==> config.mk <==
export PLATFORM = sky130hd
export DESIGN_NAME = multi_channel_dma_controller
export DESIGN_NICKNAME = d
export VERILOG_FILES = /design/src/mcdma_pkg.sv /design/src/mcdma_queue.sv /design/src/mcdma_engine.sv /design/src/mcdma_front.sv /design/src/multi_channel_dma_controller.sv
export SDC_FILE = /design/constraint.sdc
export NUM_CORES = 2
export LEC_CHECK = 0
export BUFFER_PORTS_ARGS = -buffer_cell sky130_fd_sc_hd__buf_2
export CAP_MARGIN = 30
export CORE_ASPECT_RATIO = 2
export CORE_MARGIN = 3
export CORE_UTILIZATION = 48
export CTS_CLUSTER_DIAMETER = 50
export DETAILED_ROUTE_END_ITERATION = 10
export SLEW_MARGIN = 20
export SYNTH_ARGS = -nofsm -noshare
export SYNTH_HDL_FRONTEND = slang
export SYNTH_HIERARCHICAL = 1
export SYNTH_SLANG_ARGS = --single-unit
==> constraint.sdc <==
create_clock -name clk -period 16.7 [get_ports clk]
set_input_delay 1.67 -clock clk [delete_from_list [all_inputs] [get_ports clk]]
set_output_delay 1.67 -clock clk [all_outputs]
set_load 0.005 [all_outputs]
==> src/mcdma_pkg.sv <==
// Package: shared types, codes and constants of the multi-channel DMA controller.
package mcdma_pkg;

  localparam int DEF_NUM_CHANNELS = 7;
  localparam int DEF_GPU_CHANNEL  = 2;
  localparam int DEF_OTC_CHANNEL  = 6;

  // input commands
  localparam logic [1:0] CMD_WRITE   = 2'd0;
  localparam logic [1:0] CMD_READ    = 2'd1;
  localparam logic [1:0] CMD_ADVANCE = 2'd2;
  localparam logic [1:0] CMD_DATA    = 2'd3;

  // result kinds
  localparam logic [2:0] KIND_ACK   = 3'd0;
  localparam logic [2:0] KIND_READ  = 3'd1;
  localparam logic [2:0] KIND_LOAD  = 3'd2;
  localparam logic [2:0] KIND_STORE = 3'd3;
  localparam logic [2:0] KIND_GPU   = 3'd4;
  localparam logic [2:0] KIND_DONE  = 3'd5;

  // transfer phases
  localparam logic [1:0] PH_IDLE  = 2'd0;
  localparam logic [1:0] PH_ISSUE = 2'd1;
  localparam logic [1:0] PH_WORD  = 2'd2;
  localparam logic [1:0] PH_HDR   = 2'd3;

  // register indexes
  localparam logic [4:0] IDX_PRIORITY = 5'd28;
  localparam logic [4:0] IDX_IRQ      = 5'd29;
  localparam logic [1:0] REG_ADDR     = 2'd0;
  localparam logic [1:0] REG_BLOCK    = 2'd1;
  localparam logic [1:0] REG_CTRL     = 2'd2;

  localparam logic [31:0] ADDR_MASK     = 32'h001F_FFFC;
  localparam logic [31:0] CTRL_MASK     = 32'h7177_0703;
  localparam logic [31:0] PRIORITY_INIT = 32'h0765_4321;
  localparam logic [31:0] OTC_END       = 32'hFFFF_FFFF;
  localparam logic [31:0] LINK_MASK     = 32'h001F_FFFF;
  localparam logic [31:0] LIST_END_BIT  = 32'h0080_0000;
  localparam logic [31:0] GPU_READ_PORT = 32'h1F80_1810;
  localparam logic [31:0] IRQ_HI_MASK   = 32'h00FF_8000;
  localparam logic [31:0] IRQ_LO_MASK   = 32'h0000_003F;

  localparam int QUEUE_DEPTH = 2;

  // one result item
  typedef struct packed {
    logic [2:0]  kind;
    logic [31:0] read_data;
    logic [31:0] mem_address;
    logic [31:0] word_out;
    logic [2:0]  channel_num;
    logic        last;
  } result_t;

  // item classified by the front end
  typedef struct packed {
    logic [1:0]  command;
    logic [4:0]  reg_index;
    logic [31:0] write_data;
    logic [31:0] load_data;
  } item_t;

endpackage

==> src/mcdma_queue.sv <==
// Small FIFO between the front end and the transfer engine.
module mcdma_queue import mcdma_pkg::*; #(
  parameter int DEPTH = QUEUE_DEPTH
) (
  input  logic  clk,
  input  logic  rst_n,
  input  logic  wr_valid,
  output logic  wr_ready,
  input  item_t wr_item,
  output logic  rd_valid,
  input  logic  rd_ready,
  output item_t rd_item
);
  localparam int AW = (DEPTH > 1) ? $clog2(DEPTH) : 1;

  item_t            mem_r [DEPTH];
  logic [AW-1:0]    wp_r, rp_r;
  logic [AW:0]      cnt_r;
  logic             do_wr, do_rd;

  assign wr_ready = (cnt_r != AW'(0) + (AW+1)'(DEPTH)) || (rd_ready && rd_valid);
  assign rd_valid = (cnt_r != '0);
  assign rd_item  = mem_r[rp_r];
  assign do_wr    = wr_valid && wr_ready;
  assign do_rd    = rd_valid && rd_ready;

  // pointer and count update
  always_ff @(posedge clk) begin
    if (!rst_n) begin
      wp_r  <= '0;
      rp_r  <= '0;
      cnt_r <= '0;
    end else begin
      if (do_wr) wp_r <= (wp_r == AW'(DEPTH-1)) ? '0 : wp_r + 1'b1;
      if (do_rd) rp_r <= (rp_r == AW'(DEPTH-1)) ? '0 : rp_r + 1'b1;
      cnt_r <= cnt_r + (AW+1)'(do_wr) - (AW+1)'(do_rd);
    end
  end

  // storage
  always_ff @(posedge clk) begin
    if (do_wr) mem_r[wp_r] <= wr_item;
  end

  assert property (@(posedge clk) disable iff (!rst_n)
    cnt_r <= (AW+1)'(DEPTH)) else $error("queue overflow");
  assert property (@(posedge clk) disable iff (!rst_n)
    (cnt_r == '0) |-> !do_rd) else $error("queue underflow");
  assert property (@(posedge clk) disable iff (!rst_n)
    (do_wr && !do_rd) |=> (cnt_r == $past(cnt_r) + 1'b1)) else $error("count slip");
endmodule

==> src/mcdma_engine.sv <==
// Transfer engine: register file, channel selection and word sequencing.
module mcdma_engine import mcdma_pkg::*; #(
  parameter int NUM_CHANNELS = DEF_NUM_CHANNELS,
  parameter int GPU_CHANNEL  = DEF_GPU_CHANNEL,
  parameter int OTC_CHANNEL  = DEF_OTC_CHANNEL
) (
  input  logic    clk,
  input  logic    rst_n,
  input  logic    it_valid,
  output logic    it_ready,
  input  item_t   it,
  output logic    out_valid,
  input  logic    out_ready,
  output result_t out_res
);
  // one item yields at most two results; they are kept in a small buffer
  result_t          buf_r [3];
  result_t          buf_nxt [3];
  logic [1:0]       cnt_r, cnt_nxt;
  logic [1:0]       pos_r;

  logic [31:0]      regs_r [28];
  logic [31:0]      prio_r, irq_r;
  logic [2:0]       act_r;
  logic [31:0]      addr_r, left_r, hdr_r;
  logic [7:0]       pkt_r;
  logic [1:0]       phase_r;
  logic [1:0]       mode_r;
  logic             dir_r, down_r;

  logic [31:0]      regs_nxt [28];
  logic [31:0]      prio_nxt, irq_nxt;
  logic [2:0]       act_nxt;
  logic [31:0]      addr_nxt, left_nxt, hdr_nxt;
  logic [7:0]       pkt_nxt;
  logic [1:0]       phase_nxt, mode_nxt;
  logic             dir_nxt, down_nxt;

  logic             take;
  logic             drained;

  // control and block words of the selected channel
  logic [31:0]      sel_ctrl, sel_blk;
  logic [2:0]       sel_ch;
  logic             sel_ok;

  assign drained   = (cnt_r == '0) || ((pos_r == cnt_r - 2'd1) && out_ready);
  assign it_ready  = drained;
  assign take      = it_valid && it_ready;
  assign out_valid = (cnt_r != '0);
  assign out_res   = buf_r[pos_r];

  // lowest enabled, ready channel
  always_comb begin
    sel_ok   = 1'b0;
    sel_ch   = '0;
    sel_ctrl = '0;
    sel_blk  = '0;
    for (int i = NUM_CHANNELS - 1; i >= 0; i--) begin
      if (regs_r[i*4+2][24] && (regs_r[i*4+2][28] || regs_r[i*4+2][10:9] != 2'd0)) begin
        sel_ok   = 1'b1;
        sel_ch   = 3'(i);
        sel_ctrl = regs_r[i*4+2];
        sel_blk  = regs_r[i*4+1];
      end
    end
  end

  // next-state for one item
  always_comb begin
    logic [31:0] v;
    logic [4:0]  ci;
    logic [1:0]  n;
    logic        fin;
    logic        iss;
    regs_nxt  = regs_r;
    prio_nxt  = prio_r;
    irq_nxt   = irq_r;
    act_nxt   = act_r;
    addr_nxt  = addr_r;
    left_nxt  = left_r;
    hdr_nxt   = hdr_r;
    pkt_nxt   = pkt_r;
    phase_nxt = phase_r;
    mode_nxt  = mode_r;
    dir_nxt   = dir_r;
    down_nxt  = down_r;
    buf_nxt   = buf_r;
    n         = '0;
    fin       = 1'b0;
    iss       = 1'b0;
    v         = '0;
    ci        = '0;
    for (int k = 0; k < 3; k++) buf_nxt[k] = '0;

    unique case (it.command)
      CMD_WRITE: begin
        if (it.reg_index < IDX_PRIORITY) begin
          v = it.write_data;
          if (it.reg_index[1:0] == REG_ADDR) v = v & ADDR_MASK;
          else if (it.reg_index[1:0] == REG_CTRL) v = v & CTRL_MASK;
          regs_nxt[it.reg_index] = v;
        end else if (it.reg_index == IDX_PRIORITY) begin
          prio_nxt = it.write_data;
        end else if (it.reg_index == IDX_IRQ) begin
          v = it.write_data & (IRQ_LO_MASK | IRQ_HI_MASK);
          irq_nxt = {v[15], v[30:0]};
        end
      end
      CMD_READ: begin
        if (it.reg_index < IDX_PRIORITY) v = regs_r[it.reg_index];
        else if (it.reg_index == IDX_PRIORITY) v = prio_r;
        else if (it.reg_index == IDX_IRQ) v = irq_r;
        buf_nxt[0].kind      = KIND_READ;
        buf_nxt[0].read_data = v;
        n = 2'd1;
      end
      CMD_ADVANCE: begin
        if (phase_r == PH_ISSUE) begin
          iss = 1'b1;
        end else if (phase_r == PH_IDLE && sel_ok) begin
          act_nxt  = sel_ch;
          mode_nxt = sel_ctrl[10:9];
          dir_nxt  = sel_ctrl[0];
          down_nxt = sel_ctrl[1];
          addr_nxt = regs_r[{sel_ch, 2'b00}];
          pkt_nxt  = '0;
          hdr_nxt  = '0;
          if (sel_ctrl[10:9] == 2'd0) left_nxt = {16'd0, sel_blk[15:0]};
          else left_nxt = sel_blk[15:0] * sel_blk[31:16];
          if (sel_ctrl[10:9] == 2'd3) fin = 1'b1;
          else iss = 1'b1;
        end
        // issue the next operation from the latched transfer values
        if (iss) begin
          phase_nxt = PH_ISSUE;
          if (mode_nxt == 2'd2) begin
            if (pkt_nxt != 8'd0) begin
              addr_nxt = (addr_nxt + 32'd4) & ADDR_MASK;
              phase_nxt = PH_WORD;
            end else begin
              phase_nxt = PH_HDR;
            end
            buf_nxt[0].kind        = KIND_LOAD;
            buf_nxt[0].mem_address = addr_nxt;
            buf_nxt[0].channel_num = act_nxt;
            n = 2'd1;
          end else if (left_nxt == '0) begin
            fin = 1'b1;
          end else if (!dir_nxt && act_nxt == 3'(OTC_CHANNEL)) begin
            buf_nxt[0].kind        = KIND_STORE;
            buf_nxt[0].mem_address = addr_nxt;
            buf_nxt[0].word_out    = (left_nxt == 32'd1) ? OTC_END :
                                     ((addr_nxt - 32'd4) & LINK_MASK);
            buf_nxt[0].channel_num = act_nxt;
            n = 2'd1;
            addr_nxt = down_nxt ? addr_nxt - 32'd4 : addr_nxt + 32'd4;
            left_nxt = left_nxt - 32'd1;
            fin = (left_nxt == '0);
          end else if (!dir_nxt && act_nxt != 3'(GPU_CHANNEL)) begin
            buf_nxt[0].kind        = KIND_STORE;
            buf_nxt[0].mem_address = addr_nxt;
            buf_nxt[0].channel_num = act_nxt;
            n = 2'd1;
            addr_nxt = down_nxt ? addr_nxt - 32'd4 : addr_nxt + 32'd4;
            left_nxt = left_nxt - 32'd1;
            fin = (left_nxt == '0);
          end else begin
            buf_nxt[0].kind        = KIND_LOAD;
            buf_nxt[0].mem_address = dir_nxt ? addr_nxt : GPU_READ_PORT;
            buf_nxt[0].channel_num = act_nxt;
            n = 2'd1;
            phase_nxt = PH_WORD;
          end
        end
      end
      CMD_DATA: begin
        if (phase_r == PH_HDR) begin
          hdr_nxt = it.load_data;
          pkt_nxt = it.load_data[31:24];
          if (pkt_nxt == 8'd0) begin
            if (hdr_nxt[23]) fin = 1'b1;
            else begin
              addr_nxt = hdr_nxt & ADDR_MASK;
              phase_nxt = PH_ISSUE;
            end
          end else phase_nxt = PH_ISSUE;
        end else if (phase_r == PH_WORD) begin
          if (mode_r == 2'd2) begin
            buf_nxt[0].kind        = KIND_GPU;
            buf_nxt[0].word_out    = it.load_data;
            buf_nxt[0].channel_num = act_r;
            n = 2'd1;
            pkt_nxt = pkt_r - 8'd1;
            if (pkt_nxt == 8'd0) begin
              if (hdr_r[23]) fin = 1'b1;
              else begin
                addr_nxt = hdr_r & ADDR_MASK;
                phase_nxt = PH_ISSUE;
              end
            end else phase_nxt = PH_ISSUE;
          end else begin
            if (!dir_r) begin
              buf_nxt[0].kind        = KIND_STORE;
              buf_nxt[0].mem_address = addr_r;
              buf_nxt[0].word_out    = it.load_data;
              buf_nxt[0].channel_num = act_r;
              n = 2'd1;
            end else if (act_r == 3'(GPU_CHANNEL)) begin
              buf_nxt[0].kind        = KIND_GPU;
              buf_nxt[0].word_out    = it.load_data;
              buf_nxt[0].channel_num = act_r;
              n = 2'd1;
            end
            addr_nxt = down_r ? addr_r - 32'd4 : addr_r + 32'd4;
            left_nxt = left_r - 32'd1;
            if (left_nxt == '0) fin = 1'b1;
            else phase_nxt = PH_ISSUE;
          end
        end
      end
      default: ;
    endcase

    // channel completion
    if (fin) begin
      ci = {act_nxt, REG_CTRL};
      regs_nxt[ci][24] = 1'b0;
      regs_nxt[ci][28] = 1'b0;
      buf_nxt[n].kind        = KIND_DONE;
      buf_nxt[n].channel_num = act_nxt;
      n = n + 2'd1;
      phase_nxt = PH_IDLE;
    end
    if (n == 2'd0) begin
      buf_nxt[0].kind = KIND_ACK;
      n = 2'd1;
    end
    buf_nxt[n-2'd1].last = 1'b1;
    cnt_nxt = n;
  end

  // state and result buffer
  always_ff @(posedge clk) begin
    if (!rst_n) begin
      for (int k = 0; k < 28; k++) regs_r[k] <= '0;
      prio_r  <= PRIORITY_INIT;
      irq_r   <= '0;
      act_r   <= '0;
      addr_r  <= '0;
      left_r  <= '0;
      hdr_r   <= '0;
      pkt_r   <= '0;
      phase_r <= PH_IDLE;
      mode_r  <= '0;
      dir_r   <= 1'b0;
      down_r  <= 1'b0;
      cnt_r   <= '0;
      pos_r   <= '0;
    end else if (take) begin
      regs_r  <= regs_nxt;
      prio_r  <= prio_nxt;
      irq_r   <= irq_nxt;
      act_r   <= act_nxt;
      addr_r  <= addr_nxt;
      left_r  <= left_nxt;
      hdr_r   <= hdr_nxt;
      pkt_r   <= pkt_nxt;
      phase_r <= phase_nxt;
      mode_r  <= mode_nxt;
      dir_r   <= dir_nxt;
      down_r  <= down_nxt;
      buf_r   <= buf_nxt;
      cnt_r   <= cnt_nxt;
      pos_r   <= '0;
    end else if (out_valid && out_ready) begin
      if (pos_r == cnt_r - 2'd1) cnt_r <= '0;
      else pos_r <= pos_r + 2'd1;
    end
  end

  assert property (@(posedge clk) disable iff (!rst_n)
    out_valid |-> (pos_r < cnt_r)) else $error("result pointer past end");
  assert property (@(posedge clk) disable iff (!rst_n)
    (out_valid && (pos_r == cnt_r - 2'd1)) |-> out_res.last) else $error("missing last");
  assert property (@(posedge clk) disable iff (!rst_n)
    (phase_r == PH_IDLE) |-> (act_r < 3'(NUM_CHANNELS) || act_r == '0))
    else $error("bad active channel");
endmodule

==> src/mcdma_front.sv <==
// Front end: accepts items and classifies them into the queue.
module mcdma_front import mcdma_pkg::*; (
  input  logic        clk,
  input  logic        rst_n,
  input  logic        in_valid,
  output logic        in_ready,
  input  logic [1:0]  in_command,
  input  logic [4:0]  in_reg_index,
  input  logic [31:0] in_write_data,
  input  logic [31:0] in_load_data,
  output logic        q_valid,
  input  logic        q_ready,
  output item_t       q_item
);
  // skid register so the input side sees a registered ready
  logic  full_r;
  item_t hold_r;

  assign in_ready = !full_r;
  assign q_valid  = full_r || in_valid;
  assign q_item   = full_r ? hold_r :
                    item_t'{command: in_command, reg_index: in_reg_index,
                      write_data: (in_command == CMD_WRITE) ? in_write_data : '0,
                      load_data: (in_command == CMD_DATA) ? in_load_data : '0};

  always_ff @(posedge clk) begin
    if (!rst_n) begin
      full_r <= 1'b0;
    end else if (full_r) begin
      if (q_ready) full_r <= 1'b0;
    end else if (in_valid && !q_ready) begin
      full_r <= 1'b1;
    end
  end

  always_ff @(posedge clk) begin
    if (!full_r) hold_r <= q_item;
  end
endmodule

==> src/multi_channel_dma_controller.sv <==
// Top level of the multi-channel DMA controller.
// Each item (register write, register read, advance, or returning load data) is
// accepted and yields one or two result items, delivered one per cycle while
// out_ready is high; the next item enters as the last result of the previous
// one leaves, so an item that yields one result sustains one item per cycle
// while out_ready is high. A skid stage and a two-entry queue separate the input
// port from the transfer engine; the result buffer of the engine sets the rate.
module multi_channel_dma_controller import mcdma_pkg::*; #(
  parameter int NUM_CHANNELS = DEF_NUM_CHANNELS,
  parameter int GPU_CHANNEL  = DEF_GPU_CHANNEL,
  parameter int OTC_CHANNEL  = DEF_OTC_CHANNEL
) (
  input  logic        clk,
  input  logic        rst_n,
  input  logic        in_valid,
  output logic        in_ready,
  input  logic [1:0]  in_command,
  input  logic [4:0]  in_reg_index,
  input  logic [31:0] in_write_data,
  input  logic [31:0] in_load_data,
  output logic        out_valid,
  input  logic        out_ready,
  output logic [2:0]  out_kind,
  output logic [31:0] out_read_data,
  output logic [31:0] out_mem_address,
  output logic [31:0] out_word_out,
  output logic [2:0]  out_channel_num,
  output logic        out_last
);
  logic    f_valid, f_ready, e_valid, e_ready;
  item_t   f_item, e_item;
  result_t res;

  mcdma_front u_front (
    .clk, .rst_n, .in_valid, .in_ready, .in_command, .in_reg_index,
    .in_write_data, .in_load_data,
    .q_valid(f_valid), .q_ready(f_ready), .q_item(f_item)
  );

  mcdma_queue #(.DEPTH(QUEUE_DEPTH)) u_queue (
    .clk, .rst_n, .wr_valid(f_valid), .wr_ready(f_ready), .wr_item(f_item),
    .rd_valid(e_valid), .rd_ready(e_ready), .rd_item(e_item)
  );

  mcdma_engine #(
    .NUM_CHANNELS(NUM_CHANNELS), .GPU_CHANNEL(GPU_CHANNEL), .OTC_CHANNEL(OTC_CHANNEL)
  ) u_engine (
    .clk, .rst_n, .it_valid(e_valid), .it_ready(e_ready), .it(e_item),
    .out_valid, .out_ready, .out_res(res)
  );

  assign out_kind        = res.kind;
  assign out_read_data   = res.read_data;
  assign out_mem_address = res.mem_address;
  assign out_word_out    = res.word_out;
  assign out_channel_num = res.channel_num;
  assign out_last        = res.last;
endmodule

==> summary.md <==
| Metric | Value |
|---|---|
| Status | `completed` |
| Area growth syn-to-layout | `9.37%` |
| Placed cell count | `10500` |
| Minimum clock period after layout | `12.57 ns` |
| Met3 wire len | `between 30 and 40 mm` |
| IO Port Bufs | `179` |
| Seq/Total Area, Yosys | `39.9%` |
| Slew @ Worst Pin | `about 1.3 ns` |
| Critical path endpoint | `u_engine/buf_r[245]` |
| Share of cells above drive strength 1 | `around an eighth` |
| Cell count after synthesis | `8736` |
| Clock transition at path regs | `0.07 ns` |
| Pwr/cell area | `between 100 and 150 mW/mm2` |
| Ys flop type | `dfxtp_1` |
| # DRC | `0` |
| Unrepaired setup endpoints after global routing | `no` |
| Clock Path Buffers | `4` |
| CP dominant cell by count | `fa_1` |
| Clk root buf | `clkbuf_16` |
| Clock H-tree levels | `4` |
| Critical Path End Type | `flip-flop` |
| Total die area | `0.166 mm2` |
| Final worst setup slack | `4.13 ns` |
| Post-synth EDFFs | `321` |
| #FFs+latches synth | `around 1400` |
| Final period util | `75.3%` |
| Worst Skew | `0.0783 ns` |
| Max Freq | `79.6 MHz` |
| Dpl ws | `between 4 and 5 ns` |
| Final setup viols | `0` |
| Post-synth ARST share | `0%` |
| Final Util | `between 50% and 60%` |
| Clock sinks | `1375` |
| Number of global-route vias before repair | `69200` |
| Top layer in use | `met5` |
| Hold Startpoint | `u_engine/prio_r[19]` |
| Post-cts hold buffer count | `0` |
| Die X | `289 um` |
| Vert. Die Dim | `about 570 um` |
| Slowest cell on crit path | `a21oi_1` |
| Syn avg cell area | `between 8 and 9 um2` |
| Startpoint class of the critical path | `flip-flop` |
| Post-layout nets | `8966` |
| Vias/cell | `roughly 6.7` |
| Routed wl met2 | `around 170 mm` |
| Slew Limit Fails | `0` |
| Gr usage total | `43.0%` |
| CTS resizes | `0` |
| Via count | `slightly above 70000` |
| Commonest non-fill, non-tap cell in the layout | `nor2_1` |
| Post-synth top area cell | `dfxtp_1` |
| Post-synthesis cell type count | `roughly 120` |
| Postcts setup bufs | `0` |
| Worst path max stage delay | `~0.88 ns` |
| Yosys warns | `6` |
| Top cell type's share of synthesized area | `27.4%` |
| Crit Path Category | `reg -> reg` |
| CTS tree | `done` |
| Detailed Route WL | `361 mm` |
| Most frequent cells in the layout | `nor2_1, nand2_1, dfxtp_1` |
| FF-to-FF Start | `u_engine/regs_r[60]` |
| Finished Layout Cells | `10800` |
| HP Class | `reg -> reg` |
| Final setup TNS | `0 ns` |
| CTS buffer count | `140` |
| FP Rows | `207` |
| Worst Reg-to-Reg Cells | `35` |
| Critical Path Source | `u_engine/regs_r[60]` |
| Cell area after synthesis | `0.0770 mm2` |
| Largest net degree at the start of global routing | `201` |
| Worst slew margin | `around an eighth` |
| Clk_lat worst skew | `0.82 ns` |
| Required @ worst endpoint | `approximately 17 ns` |
| LEAKAGE | `32.1 nW` |
| Total congestion overflow | `0` |
| Iteration-0 DRC Markers | `slightly below 9000` |
| R2R setup slack | `4.13 ns` |
| Area after DPL | `roughly 0.08 mm2` |
| Maximum vdd drop | `0.115 mV` |
| Post-route cell area | `~0.084 mm2` |
| Final ANT Viol Nets | `0` |
| Max-cap violation count | `0` |
| First-pass GRT wire length | `roughly 510 mm` |
| Synth area leaders | `dfxtp_1, edfxtp_1, mux4_2` |
| FF-to-FF End | `u_engine/buf_r[245]` |
| Initial antenna violation count | `33` |
| Final Hold Vio Count | `0` |
| Routed length on met1 | `114 mm` |
| Core area | `0.159 mm2` |
| Crit path DAT | `13.09 ns` |
| Net count after synthesis | `~9000` |
| Routability congestion estimate | `1.07` |
| DRT Pass-1 Iters | `8` |
| DPL Wire Length | `249 mm` |
| CP Max Fanout | `17` |
| Initial Util | `between 40% and 50%` |
| IO Pins | `180` |
| Routed length per instance | `33.5 um` |
metrics by stage:
stage / hold slack [ns] / power [W]
floorplan: 0.431 / 0.00563
global placement: 0.437 / 0.00690
detailed placement: 0.443 / 0.00691
CTS: 0.452 / 0.00998
global route: 0.468 / 0.0103
finish: 0.451 / 0.0101
final cells by class:
class	instances	area (um2)
fill	14800	75100
multi-input combinational	6365	42700
sequential	1375	30700
clock buffer	200	3860
timing repair buffer	393	2740
tap	2090	2620
inverter	277	1050
clock inverter	41	467
antenna	19	47.5
flip-flops by register name, indices dropped and copies added (netlist names), named ones only:
register          count
u_engine/act_r        3
u_engine/addr_r      32
u_engine/buf_r      108
u_engine/cnt_r        2
u_engine/dir_r        1
u_engine/down_r       1
u_engine/hdr_r       20
u_engine/irq_r       15
u_engine/left_r      32
u_engine/mode_r       2
u_engine/phase_r      2
u_engine/pkt_r        8
u_engine/pos_r        2
u_engine/prio_r      32
u_engine/regs_r     896
u_front/full_r        1
u_front/hold_r       71
u_queue/cnt_r         2
u_queue/mem_r       142
u_queue/rp_r          1
u_queue/wp_r          1
cells in the mapped netlist (15+ instances only):
| cell type | n |
|---|---|
| mux2_2 | 71 |
| o31ai_1 | 20 |
| a31o_1 | 31 |
| a31oi_1 | 91 |
| nor3_1 | 86 |
| nor4_1 | 17 |
| o311ai_0 | 22 |
| a22oi_1 | 69 |
| nand3_1 | 192 |
| a221oi_1 | 58 |
| a211oi_1 | 42 |
| nand4_1 | 34 |
| o221ai_1 | 17 |
| mux4_2 | 247 |
| a221o_1 | 20 |
| or3_1 | 23 |
| nor2_1 | 1332 |
| a21o_1 | 44 |
| o22ai_1 | 23 |
| a21oi_1 | 968 |
| o2bb2ai_1 | 21 |
| mux2i_1 | 60 |
| dfxtp_1 | 1054 |
| nand2_1 | 1160 |
| and3_1 | 252 |
| nand2b_1 | 38 |
| ha_1 | 144 |
| xnor2_1 | 70 |
| buf_1 | 44 |
| nor2b_1 | 43 |
| buf_2 | 61 |
| edfxtp_1 | 321 |
| inv_1 | 276 |
| o21ai_0 | 285 |
| a22o_1 | 39 |
| buf_4 | 33 |
| clkbuf_1 | 563 |
| o211ai_1 | 58 |
| xor2_1 | 57 |
| fa_1 | 195 |
| and2_1 | 190 |
| or2_2 | 15 |
where the power goes:
part           leakage [nW]  switching [W]  internal [W]  total (W)
registers              11.7       0.000147       0.00358    0.00373
clock network          2.10        0.00140       0.00172    0.00312
logic                  18.3        0.00231      0.000912    0.00323
total                  32.1        0.00386       0.00621     0.0101
cells by family after synthesis:
family	count (synthesis)	synth area share [%]
xor+xnor	127	1.44
other cells	1	0.00487
buf+inv	996	5.26
compound gates	2033	16.6
mux	392	9.28
simple gates	3473	20.1
flops	1375	39.9
fa+ha+maj	339	7.41
per-layer routing:
| layer | vias to the layer above | global-route usage (%) |
|---|---|---|
| met5 | - | 0 |
| met4 | 16 | 42.4 |
| met3 | 1795 | 10.9 |
| met2 | 4924 | 68.9 |
| met1 | 34900 | 45.0 |
| li1 | 30300 | - |
critical path: cells and delay by family (launching register included):
kind                     cells  cell delay [ns]
AND/OR/NAND/NOR              8             2.09
adder cells (fa/ha/maj)      7             3.25
flip-flops                   1             0.38
buffers and inverters        5             0.45
AO/OA/AOI/OAI               15             6.12
worst min-delay path by stage:
stage | end | slack [ns] | depth (start not counted)
after detailed placement | u_engine/hdr_r[18] | 0.44 | 2
after CTS | u_engine/regs_r[145] | 0.45 | 2
final | u_engine/prio_r[19] | 0.45 | 2
after floorplan | u_engine/prio_r[31] | 0.43 | 2
after global placement | u_engine/irq_r[21] | 0.44 | 2
after global routing | u_engine/prio_r[27] | 0.47 | 2
Note: power is estimated with default switching activity, not from simulation.
